===== src/rtl/core/lkvc_pkg.sv =====
package lkvc_pkg;

    localparam int KEY_W      = 32;
    localparam int VAL_W      = 32;
    localparam int LIMIT_W    = 5;
    localparam int APB_ADDR_W = 3;
    localparam int APB_DATA_W = 32;

    localparam logic [LIMIT_W-1:0] ENTRY_LIMIT_RESET = 5'd16;
    localparam logic               REG_ENTRY_LIMIT   = 1'b0;

    typedef enum logic [1:0] {
        OP_LOOKUP     = 2'd0,
        OP_STORE      = 2'd1,
        OP_INVALIDATE = 2'd2
    } t_op;

    typedef struct packed {
        logic [1:0]       operation;
        logic [KEY_W-1:0] lookup_key;
        logic [VAL_W-1:0] store_value;
    } t_in_item;

    typedef struct packed {
        logic             hit;
        logic [VAL_W-1:0] read_value;
        logic             evicted;
        logic [VAL_W-1:0] evicted_value;
    } t_out_item;

    typedef struct packed {
        logic capture;
        logic lookup;
        logic store;
        logic clear;
        logic ignore;
    } t_dp_cmd;

endpackage


===== src/rtl/core/lkvc_ctrl.sv =====
module lkvc_ctrl (
    input  logic               i_clk,
    input  logic               i_rst_n,
    input  logic               i_start,
    input  logic [1:0]         i_op,
    output logic               o_busy,
    output logic               o_done,
    output lkvc_pkg::t_dp_cmd  o_cmd
);

    typedef enum logic [4:0] {
        ST_IDLE   = 5'b00001,
        ST_LOOKUP = 5'b00010,
        ST_STORE  = 5'b00100,
        ST_CLEAR  = 5'b01000,
        ST_IGNORE = 5'b10000
    } t_state;

    t_state r_state, n_state;
    logic   capture;

    assign capture = (r_state == ST_IDLE) && i_start;

    always_comb begin
        n_state = r_state;
        case (r_state)
            ST_IDLE: begin
                if (i_start) begin
                    case (lkvc_pkg::t_op'(i_op))
                        lkvc_pkg::OP_LOOKUP:     n_state = ST_LOOKUP;
                        lkvc_pkg::OP_STORE:      n_state = ST_STORE;
                        lkvc_pkg::OP_INVALIDATE: n_state = ST_CLEAR;
                        default:                 n_state = ST_IGNORE;
                    endcase
                end
            end
            default: n_state = ST_IDLE;
        endcase
    end

    always_ff @(posedge i_clk) begin
        if (!i_rst_n) begin
            r_state <= ST_IDLE;
        end else begin
            r_state <= n_state;
        end
    end

    assign o_busy        = (r_state != ST_IDLE);
    assign o_done        = (r_state != ST_IDLE);
    assign o_cmd.capture = capture;
    assign o_cmd.lookup  = (r_state == ST_LOOKUP);
    assign o_cmd.store   = (r_state == ST_STORE);
    assign o_cmd.clear   = (r_state == ST_CLEAR);
    assign o_cmd.ignore  = (r_state == ST_IGNORE);

`ifndef NO_ASSERTIONS
    a_capture_done: assert property (@(posedge i_clk) disable iff (!i_rst_n)
        capture |=> o_done)
        else $error("transaction accepted without a result next cycle");
    a_done_single: assert property (@(posedge i_clk) disable iff (!i_rst_n)
        o_done |=> !o_done)
        else $error("result strobe longer than one cycle");
    a_one_action: assert property (@(posedge i_clk) disable iff (!i_rst_n)
        o_done |-> $onehot({o_cmd.lookup, o_cmd.store, o_cmd.clear, o_cmd.ignore}))
        else $error("datapath given more than one action");
`endif

endmodule


===== src/rtl/core/lkvc_datapath.sv =====
module lkvc_datapath #(
    parameter int DEPTH = 16
) (
    input  logic                               i_clk,
    input  logic                               i_rst_n,
    input  lkvc_pkg::t_dp_cmd                  i_cmd,
    input  lkvc_pkg::t_in_item                 i_item,
    input  logic [lkvc_pkg::LIMIT_W-1:0]       i_entry_limit,
    output lkvc_pkg::t_out_item                o_result
);

    localparam int IW = $clog2(DEPTH);
    localparam int CW = $clog2(DEPTH + 1);
    localparam int LW = (CW > lkvc_pkg::LIMIT_W) ? CW : lkvc_pkg::LIMIT_W;

    logic [lkvc_pkg::KEY_W-1:0] r_keys [DEPTH];
    logic [lkvc_pkg::VAL_W-1:0] r_mem  [DEPTH];
    logic [DEPTH-1:0]           r_valid, n_valid;
    logic [IW-1:0]              r_rank [DEPTH];
    logic [IW-1:0]              n_rank [DEPTH];
    logic [CW-1:0]              r_count, n_count;

    logic [lkvc_pkg::KEY_W-1:0] r_key;
    logic [lkvc_pkg::VAL_W-1:0] r_value;
    logic [lkvc_pkg::VAL_W-1:0] r_rd_data;
    logic                       r_hit, r_evict;
    logic [DEPTH-1:0]           r_hit_oh, r_victim_oh, r_slot_oh;
    logic [IW-1:0]              r_hit_idx, r_slot_idx, r_hit_rank;

    logic [DEPTH-1:0]           match, victim_oh, free, slot_oh;
    logic                       hit, need_evict;
    logic [IW-1:0]              hit_idx, victim_idx, slot_idx, hit_rank, last_rank, rd_addr;
    logic [LW-1:0]              limit_ext;
    logic [CW-1:0]              eff_limit, count_m1;
    logic                       wr_en;
    logic [IW-1:0]              wr_addr;

    // lookup side, evaluated on the accepted transaction
    always_comb begin
        limit_ext = LW'(i_entry_limit);
        if (limit_ext == '0 || limit_ext > LW'(DEPTH)) begin
            eff_limit = CW'(DEPTH);
        end else begin
            eff_limit = limit_ext[CW-1:0];
        end
        count_m1   = r_count - CW'(1);
        last_rank  = count_m1[IW-1:0];
        need_evict = (r_count >= eff_limit) && (r_count != '0);
        hit_idx    = '0;
        hit_rank   = '0;
        victim_idx = '0;
        slot_idx   = '0;
        for (int i = 0; i < DEPTH; i++) begin
            match[i]     = r_valid[i] && (r_keys[i] == i_item.lookup_key);
            victim_oh[i] = need_evict && r_valid[i] && (r_rank[i] == last_rank);
        end
        hit     = |match;
        free    = ~(r_valid & ~victim_oh);
        slot_oh = free & (~free + DEPTH'(1));
        for (int i = 0; i < DEPTH; i++) begin
            if (match[i]) begin
                hit_idx  = hit_idx | IW'(i);
                hit_rank = hit_rank | r_rank[i];
            end
            if (victim_oh[i]) begin
                victim_idx = victim_idx | IW'(i);
            end
            if (slot_oh[i]) begin
                slot_idx = slot_idx | IW'(i);
            end
        end
        rd_addr = hit ? hit_idx : victim_idx;
    end

    always_ff @(posedge i_clk) begin
        if (i_cmd.capture) begin
            r_key       <= i_item.lookup_key;
            r_value     <= i_item.store_value;
            r_hit       <= hit;
            r_hit_oh    <= match;
            r_hit_idx   <= hit_idx;
            r_hit_rank  <= hit_rank;
            r_evict     <= |victim_oh;
            r_victim_oh <= victim_oh;
            r_slot_oh   <= slot_oh;
            r_slot_idx  <= slot_idx;
        end
    end

    // value store
    assign wr_en   = i_cmd.store;
    assign wr_addr = r_hit ? r_hit_idx : r_slot_idx;

    always_ff @(posedge i_clk) begin
        if (i_cmd.capture) begin
            r_rd_data <= r_mem[rd_addr];
        end
        if (wr_en) begin
            r_mem[wr_addr] <= r_value;
        end
    end

    always_ff @(posedge i_clk) begin
        for (int i = 0; i < DEPTH; i++) begin
            if (i_cmd.store && !r_hit && r_slot_oh[i]) begin
                r_keys[i] <= r_key;
            end
        end
    end

    // recency update
    always_comb begin
        n_valid = r_valid;
        n_count = r_count;
        for (int i = 0; i < DEPTH; i++) begin
            n_rank[i] = r_rank[i];
        end
        if ((i_cmd.lookup || i_cmd.store) && r_hit) begin
            for (int i = 0; i < DEPTH; i++) begin
                if (r_hit_oh[i]) begin
                    n_rank[i] = '0;
                end else if (r_valid[i] && r_rank[i] < r_hit_rank) begin
                    n_rank[i] = r_rank[i] + IW'(1);
                end
            end
        end else if (i_cmd.store) begin
            n_valid = (r_valid & ~r_victim_oh) | r_slot_oh;
            n_count = r_evict ? r_count : r_count + CW'(1);
            for (int i = 0; i < DEPTH; i++) begin
                if (r_slot_oh[i]) begin
                    n_rank[i] = '0;
                end else if (r_valid[i] && !r_victim_oh[i]) begin
                    n_rank[i] = r_rank[i] + IW'(1);
                end
            end
        end else if (i_cmd.clear) begin
            n_valid = '0;
            n_count = '0;
            for (int i = 0; i < DEPTH; i++) begin
                n_rank[i] = '0;
            end
        end
    end

    always_ff @(posedge i_clk) begin
        if (!i_rst_n) begin
            r_valid <= '0;
            r_count <= '0;
            for (int i = 0; i < DEPTH; i++) begin
                r_rank[i] <= '0;
            end
        end else begin
            r_valid <= n_valid;
            r_count <= n_count;
            for (int i = 0; i < DEPTH; i++) begin
                r_rank[i] <= n_rank[i];
            end
        end
    end

    always_comb begin
        o_result.hit           = i_cmd.lookup && r_hit;
        o_result.read_value    = (i_cmd.lookup && r_hit) ? r_rd_data : '0;
        o_result.evicted       = i_cmd.store && !r_hit && r_evict;
        o_result.evicted_value = (i_cmd.store && !r_hit && r_evict) ? r_rd_data : '0;
    end

`ifndef NO_ASSERTIONS
    a_count_matches: assert property (@(posedge i_clk) disable iff (!i_rst_n)
        $countones(r_valid) == int'(r_count))
        else $error("entry count disagrees with valid entries");
    a_count_bound: assert property (@(posedge i_clk) disable iff (!i_rst_n)
        r_count <= CW'(DEPTH))
        else $error("entry count above depth");
    a_victim_unique: assert property (@(posedge i_clk) disable iff (!i_rst_n)
        i_cmd.capture |-> $onehot0(victim_oh) && $onehot0(match))
        else $error("ambiguous victim or duplicate key");
`endif

endmodule


===== src/rtl/core/lru_key_value_cache_unit.sv =====
// LRU key/value cache, fully associative, up to DEPTH entries.
// Input: start/busy command channel carrying operation, lookup_key and
//   store_value; a transaction is taken on a clock edge with start high and
//   busy low.
// Output: one result per transaction on o_result, marked by o_done for
//   exactly one cycle; it cannot be held off, so capture it when o_done is high.
//   hit/read_value answer a lookup, evicted/evicted_value report the least
//   recent entry released by a store of a new key into a cache at its entry limit.
// Timing: keys are compared against all entries in parallel in the accept
//   cycle and the value store is read there; o_done follows in the next cycle
//   while recency, keys and values are written back. busy is high for that
//   one cycle, so a new transaction is not taken until o_done has been given.
// Config: APB register entry_limit at address 0 (5 bits, 0 or above DEPTH
//   means DEPTH); write it only while idle. pready is tied high.
// Reset: synchronous, active low; all entries invalid, entry_limit = 16.
//   Invalidate drops all entries in one transaction and reports nothing.
module lru_key_value_cache_unit #(
    parameter int DEPTH = 16
) (
    input  logic                                i_clk,
    input  logic                                i_rst_n,
    input  logic                                start,
    output logic                                busy,
    input  lkvc_pkg::t_in_item                  i_item,
    output logic                                o_done,
    output lkvc_pkg::t_out_item                 o_result,
    input  logic                                psel,
    input  logic                                penable,
    input  logic                                pwrite,
    input  logic [lkvc_pkg::APB_ADDR_W-1:0]     paddr,
    input  logic [lkvc_pkg::APB_DATA_W-1:0]     pwdata,
    output logic [lkvc_pkg::APB_DATA_W-1:0]     prdata,
    output logic                                pready
);

    logic [lkvc_pkg::LIMIT_W-1:0] r_entry_limit;
    logic                         limit_sel;
    lkvc_pkg::t_dp_cmd            cmd;

    assign pready    = 1'b1;
    assign limit_sel = (paddr[lkvc_pkg::APB_ADDR_W-1] == lkvc_pkg::REG_ENTRY_LIMIT);

    always_ff @(posedge i_clk) begin
        if (!i_rst_n) begin
            r_entry_limit <= lkvc_pkg::ENTRY_LIMIT_RESET;
        end else if (psel && penable && pwrite && pready && limit_sel) begin
            r_entry_limit <= pwdata[lkvc_pkg::LIMIT_W-1:0];
        end
    end

    assign prdata = limit_sel ? lkvc_pkg::APB_DATA_W'(r_entry_limit) : '0;

    lkvc_ctrl u_ctrl (
        .i_clk   (i_clk),
        .i_rst_n (i_rst_n),
        .i_start (start),
        .i_op    (i_item.operation),
        .o_busy  (busy),
        .o_done  (o_done),
        .o_cmd   (cmd)
    );

    lkvc_datapath #(
        .DEPTH (DEPTH)
    ) u_datapath (
        .i_clk         (i_clk),
        .i_rst_n       (i_rst_n),
        .i_cmd         (cmd),
        .i_item        (i_item),
        .i_entry_limit (r_entry_limit),
        .o_result      (o_result)
    );

endmodule

===== config.mk =====
export PLATFORM = sky130hd
export DESIGN_NAME = lru_key_value_cache_unit
export DESIGN_NICKNAME = d
export VERILOG_FILES = /design/src/rtl/core/lkvc_pkg.sv /design/src/rtl/core/lkvc_ctrl.sv /design/src/rtl/core/lkvc_datapath.sv /design/src/rtl/core/lru_key_value_cache_unit.sv
export SDC_FILE = /design/constraint.sdc
export NUM_CORES = 2
export LEC_CHECK = 0
export BUFFER_PORTS_ARGS = -buffer_cell sky130_fd_sc_hd__buf_2
export CAP_MARGIN = 10
export CORE_MARGIN = 4
export CORE_UTILIZATION = 60
export DETAILED_ROUTE_END_ITERATION = 10
export GPL_TIMING_DRIVEN = 0
export PLACE_DENSITY = 0.78
export SLEW_MARGIN = 20
export SYNTH_ARGS = -nofsm -noshare
export SYNTH_HDL_FRONTEND = slang
export SYNTH_SLANG_ARGS = --single-unit

===== constraint.sdc =====
create_clock -name i_clk -period 9.27 [get_ports i_clk]
set_clock_uncertainty 0.05 [all_clocks]
set_input_delay 0.4635 -clock i_clk [delete_from_list [all_inputs] [get_ports i_clk]]
set_output_delay 0.4635 -clock i_clk [all_outputs]
set_load 0.05 [all_outputs]

==> impl_metrics.csv <==
group,metric,value,unit
place,io_buffer_count,150,
route,routed_via_count,36300,
clocking,cts_max_path_buffers,3,
critical_path,worstReg2RegStart,"u_datapath.r_count[0]",
floorplanning,core,0.0921,mm2
run,maxCapViolations,0,
synthesis,synthesis.instances,3855,
critical_path,critical_path_required,9.76,ns
sta,finalHoldViolCount,0,
synthesis,yosysWarningCount,0,
floorplanning,boundaryPins,208,
floorplanning,start_util,60.8,%
synthesis,postSynthAreaPerCell,14.5,um2
power,worst_ir_drop_on_vdd,0.161,mV
finish,num-nets-final,4452,
critical_path,cp_data_arrival_time,6.90,ns
global_route,grt_first_pass_wirelength,233,mm
critical_path,worstPathMaxFanout,10,
floorplanning,std_cell_rows,111,
critical_path,reg2reg_setup_slack,2.86,ns
synthesis,ys.flop_type,"edfxtp_1",
outcome,run_status,"completed",
power,power_per_cell_area,187,mW/mm2
critical_path,timing.setup.critical_path_class,"reg2reg",
finish,postLayoutCoreUtil,69.7,%
place,preCtsSetupSlack,3.16,ns
sta,worstMarginPinSlew,1.25,ns
synthesis,post_synth_edffs,1182,
critical_path,rr_endpoint,"u_datapath.r_rd_data[31]",
sta,rsz_0062_raised_after_global_routing,"no",
critical_path,critPathSlowestCell,"clkbuf_1",
global_route,antenna_found_initial,6,
finish,layout.cells.most_common,"edfxtp_1",
critical_path,reg2regPathDepth,17,
critical_path,list_of_cells_traversed_by_the_critical_path,"buf_6 > buf_1 > inv_1 > ha_1 > clkbuf_1 > buf_2 > xnor2_1 > nor2_1 > nand4_1 > nand4_1 > o211ai_1 > clkbuf_1 > clkbuf_1 > o211ai_1 > o211ai_1 > o211ai_1 > nand4_1",
clocking,cts_tree,"built",
clocking,cts-root-buf,"clkbuf_16",
finish,synthesis_to_layout_area_growth,14.6,%
sta,max_clock_freq,0.156,GHz
sta,setup_viol_count_final,0,
place,detailed_place_hpwl,105,mm
sta,timing.final.crit_period,6.41,ns
hold_path,hold_path.class,"in2reg",
synthesis,synth.ff_latch_count,1277,
sta,worst_slack,2.86,ns
floorplanning,die_x,313,um
hold_path,min_from,"i_rst_n",
clocking,insertion_delay,0.74,ns
global_route,grt_usage,32.3,%
critical_path,worst_setup_path_start_kind,"flip-flop",
critical_path,endpoint_kind,"flip-flop",
floorplanning,die_outline_height,313,um
global_route,first_global_vias,35400,
clocking,clock_sink_count,1277,
power,power.leakage,22.4,nW
finish,antenna_cells,0,
clocking,cts_buffers,121,
finish,drive_above_1_share,15.7,%
route,drt-total-wl,161,mm
route,ant_nets,0,
critical_path,cp_common_cell,"o211ai_1",
route,detail_route.vias_per_cell,6.47,
clocking,postCtsResizedCells,0,
critical_path,cp-endpoint,"u_datapath.r_rd_data[31]",
sta,hold-worst-slack,0.102,ns
finish,layout.filler_cells,5855,
clocking,worst_setup_hold_path_clk_slew,0.06,ns
route,detailedRoute.firstPassIterationCount,8,
global_route,pin_count_of_the_biggest_net_entering_global_routing,33,
route,detail_route.wl_per_cell,28.6,um
clocking,cts-htree-levels,3,
route,remaining_drc_errors,0,
critical_path,startpoint,"u_datapath.r_count[0]",
synthesis,synth.lib_cells_used.distinct,72,
synthesis,synth_sequential_area_ratio,66.8,%
route,drtIter0Drc,5241,
finish,final_cell_mix,"1182 x edfxtp_1, 472 x xor2_1, 387 x o211ai_1",
critical_path,critical_path.max_stage_delay,0.88,ns
place,finalWeightedCongestion,0.949,
sta,timing_max_transition_violations_final,0,
synthesis,async_reset_ff_share,0,%
synthesis,synth_area,0.0559,mm2
sta,timing.max_slew.rel_slack,16.6,%
power,design_power_total,12.0,mW
global_route,globalRouteOverflowTotal,0,
sta,period_share,69.2,%
floorplanning,die_area,0.0982,mm2
-- worst min path at each step --
stage	endpoint	cells after the start
final	u_datapath.r_count[4]	3
after global routing	u_ctrl.r_state[2]	3
after CTS	u_ctrl.r_state[1]	4
after detailed placement	u_ctrl.r_state[4]	2
after global placement	u_ctrl.r_state[4]	2
after floorplan	u_ctrl.r_state[4]	2
-- power by group --
part	switching, mW	internal [mW]	total [mW]
combinational	0.325	0.175	0.501
sequential	0.206	6.42	6.62
clock	2.20	2.69	4.90
total	2.73	9.29	12.0
-- layer usage --
| layer | global-route usage [%] | wire, um | vias up |
|---|---|---|---|
| li1 | - | - | 15400 |
| met1 | 43.5 | 58200 | 17800 |
| met5 | 0 | 0 | - |
| met3 | 7.75 | 21500 | 454 |
| met2 | 50.7 | 74200 | 2729 |
| met4 | 13.9 | 7050 | 0 |
-- cell families (layout without fill, tap and decap cells) --
family | Yosys count | count (layout) | synth area share (%)
compound gates | 584 | 584 | 7.60
xor+xnor | 628 | 628 | 10.1
other cells | 2 | 28 | 0.0134
fa+ha+maj | 73 | 73 | 1.63
simple gates | 721 | 721 | 7.26
buf+inv | 419 | 915 | 3.58
mux | 151 | 151 | 2.99
flops | 1277 | 1277 | 66.8
-- synthesized netlist by cell type, types with 5 or more instances --
cell type	count	area, um2
dfxtp_1	95	1900
nor2_1	146	548
edfxtp_1	1182	35500
nor4_4	7	149
a21o_1	5	37.5
nand2b_1	25	156
nand4_1	97	607
xnor3_1	8	180
o31ai_1	6	45.0
a311oi_1	16	140
buf_6	12	135
xnor2_1	146	1280
and2_1	51	319
clkbuf_1	94	353
nor2b_1	43	269
o21ai_0	47	235
a221oi_1	16	140
nand2_1	69	259
inv_1	171	642
buf_2	72	360
nor4_1	110	688
mux2i_1	23	230
buf_4	67	503
a21oi_1	34	170
o211ai_1	387	2910
or3_1	6	37.5
a22o_1	16	140
and3_1	38	238
xor2_1	472	4130
mux2_1	31	349
nand3_1	35	175
nor3_1	60	300
or4_1	5	37.5
a22oi_1	13	97.6
o22ai_1	17	106
ha_1	73	913
mux2_2	97	1090
-- state kept, by name (all words and copies together), names as in the netlist, 5 cells and up --
name / flops
u_datapath.r_keys: 512
u_datapath.r_mem: 512
u_datapath.r_rank: 64
u_datapath.r_key: 32
u_datapath.r_rd_data: 32
u_datapath.r_value: 32
u_datapath.r_hit_oh: 16
u_datapath.r_slot_oh: 16
u_datapath.r_valid: 16
u_datapath.r_victim_oh: 16
r_entry_limit: 5
u_ctrl.r_state: 5
u_datapath.r_count: 5
-- worst max-delay path, delay by kind of cell (launching register included) --
family                     cells  cell delay, ns
adders and majority gates      1            0.35
DFF                            1            0.35
and+or+nand+nor                4            0.78
buffers and inverters          7            3.58
xor gates and xnor gates       1            0.17
AOI/OAI and AO/OA              4            0.93
-- what timing repair did --
item	CTS	global route
hold buffers	73	0
hold endpoints to repair	71	0
buffers inserted	0	0
-- final cells by class --
type	count	area, um2	area share (%)
flip-flops and latches	1277	37400	58.3
multi-input cells	2185	16900	26.3
clock buffers	142	3120	4.86
repair buffers	268	2440	3.81
well taps	1243	1560	2.42
plain buffers	248	1360	2.12
clock inverters	86	764	1.19
inverters	171	642	1.00
-- metrics by stage --
stage | TNS, ns | cells | instance area (um2)
4_1_cts | 0 | 5617 | 64100
6_report | 0 | 5620 | 64100
3_5_place_dp | 0 | 5316 | 59500
2_1_floorplan | 0 | 3881 | 56000
3_3_place_gp | -534.27 | 5274 | 58300
5_1_grt | 0 | 5620 | 64100
(Power assumes the default switching activity.)
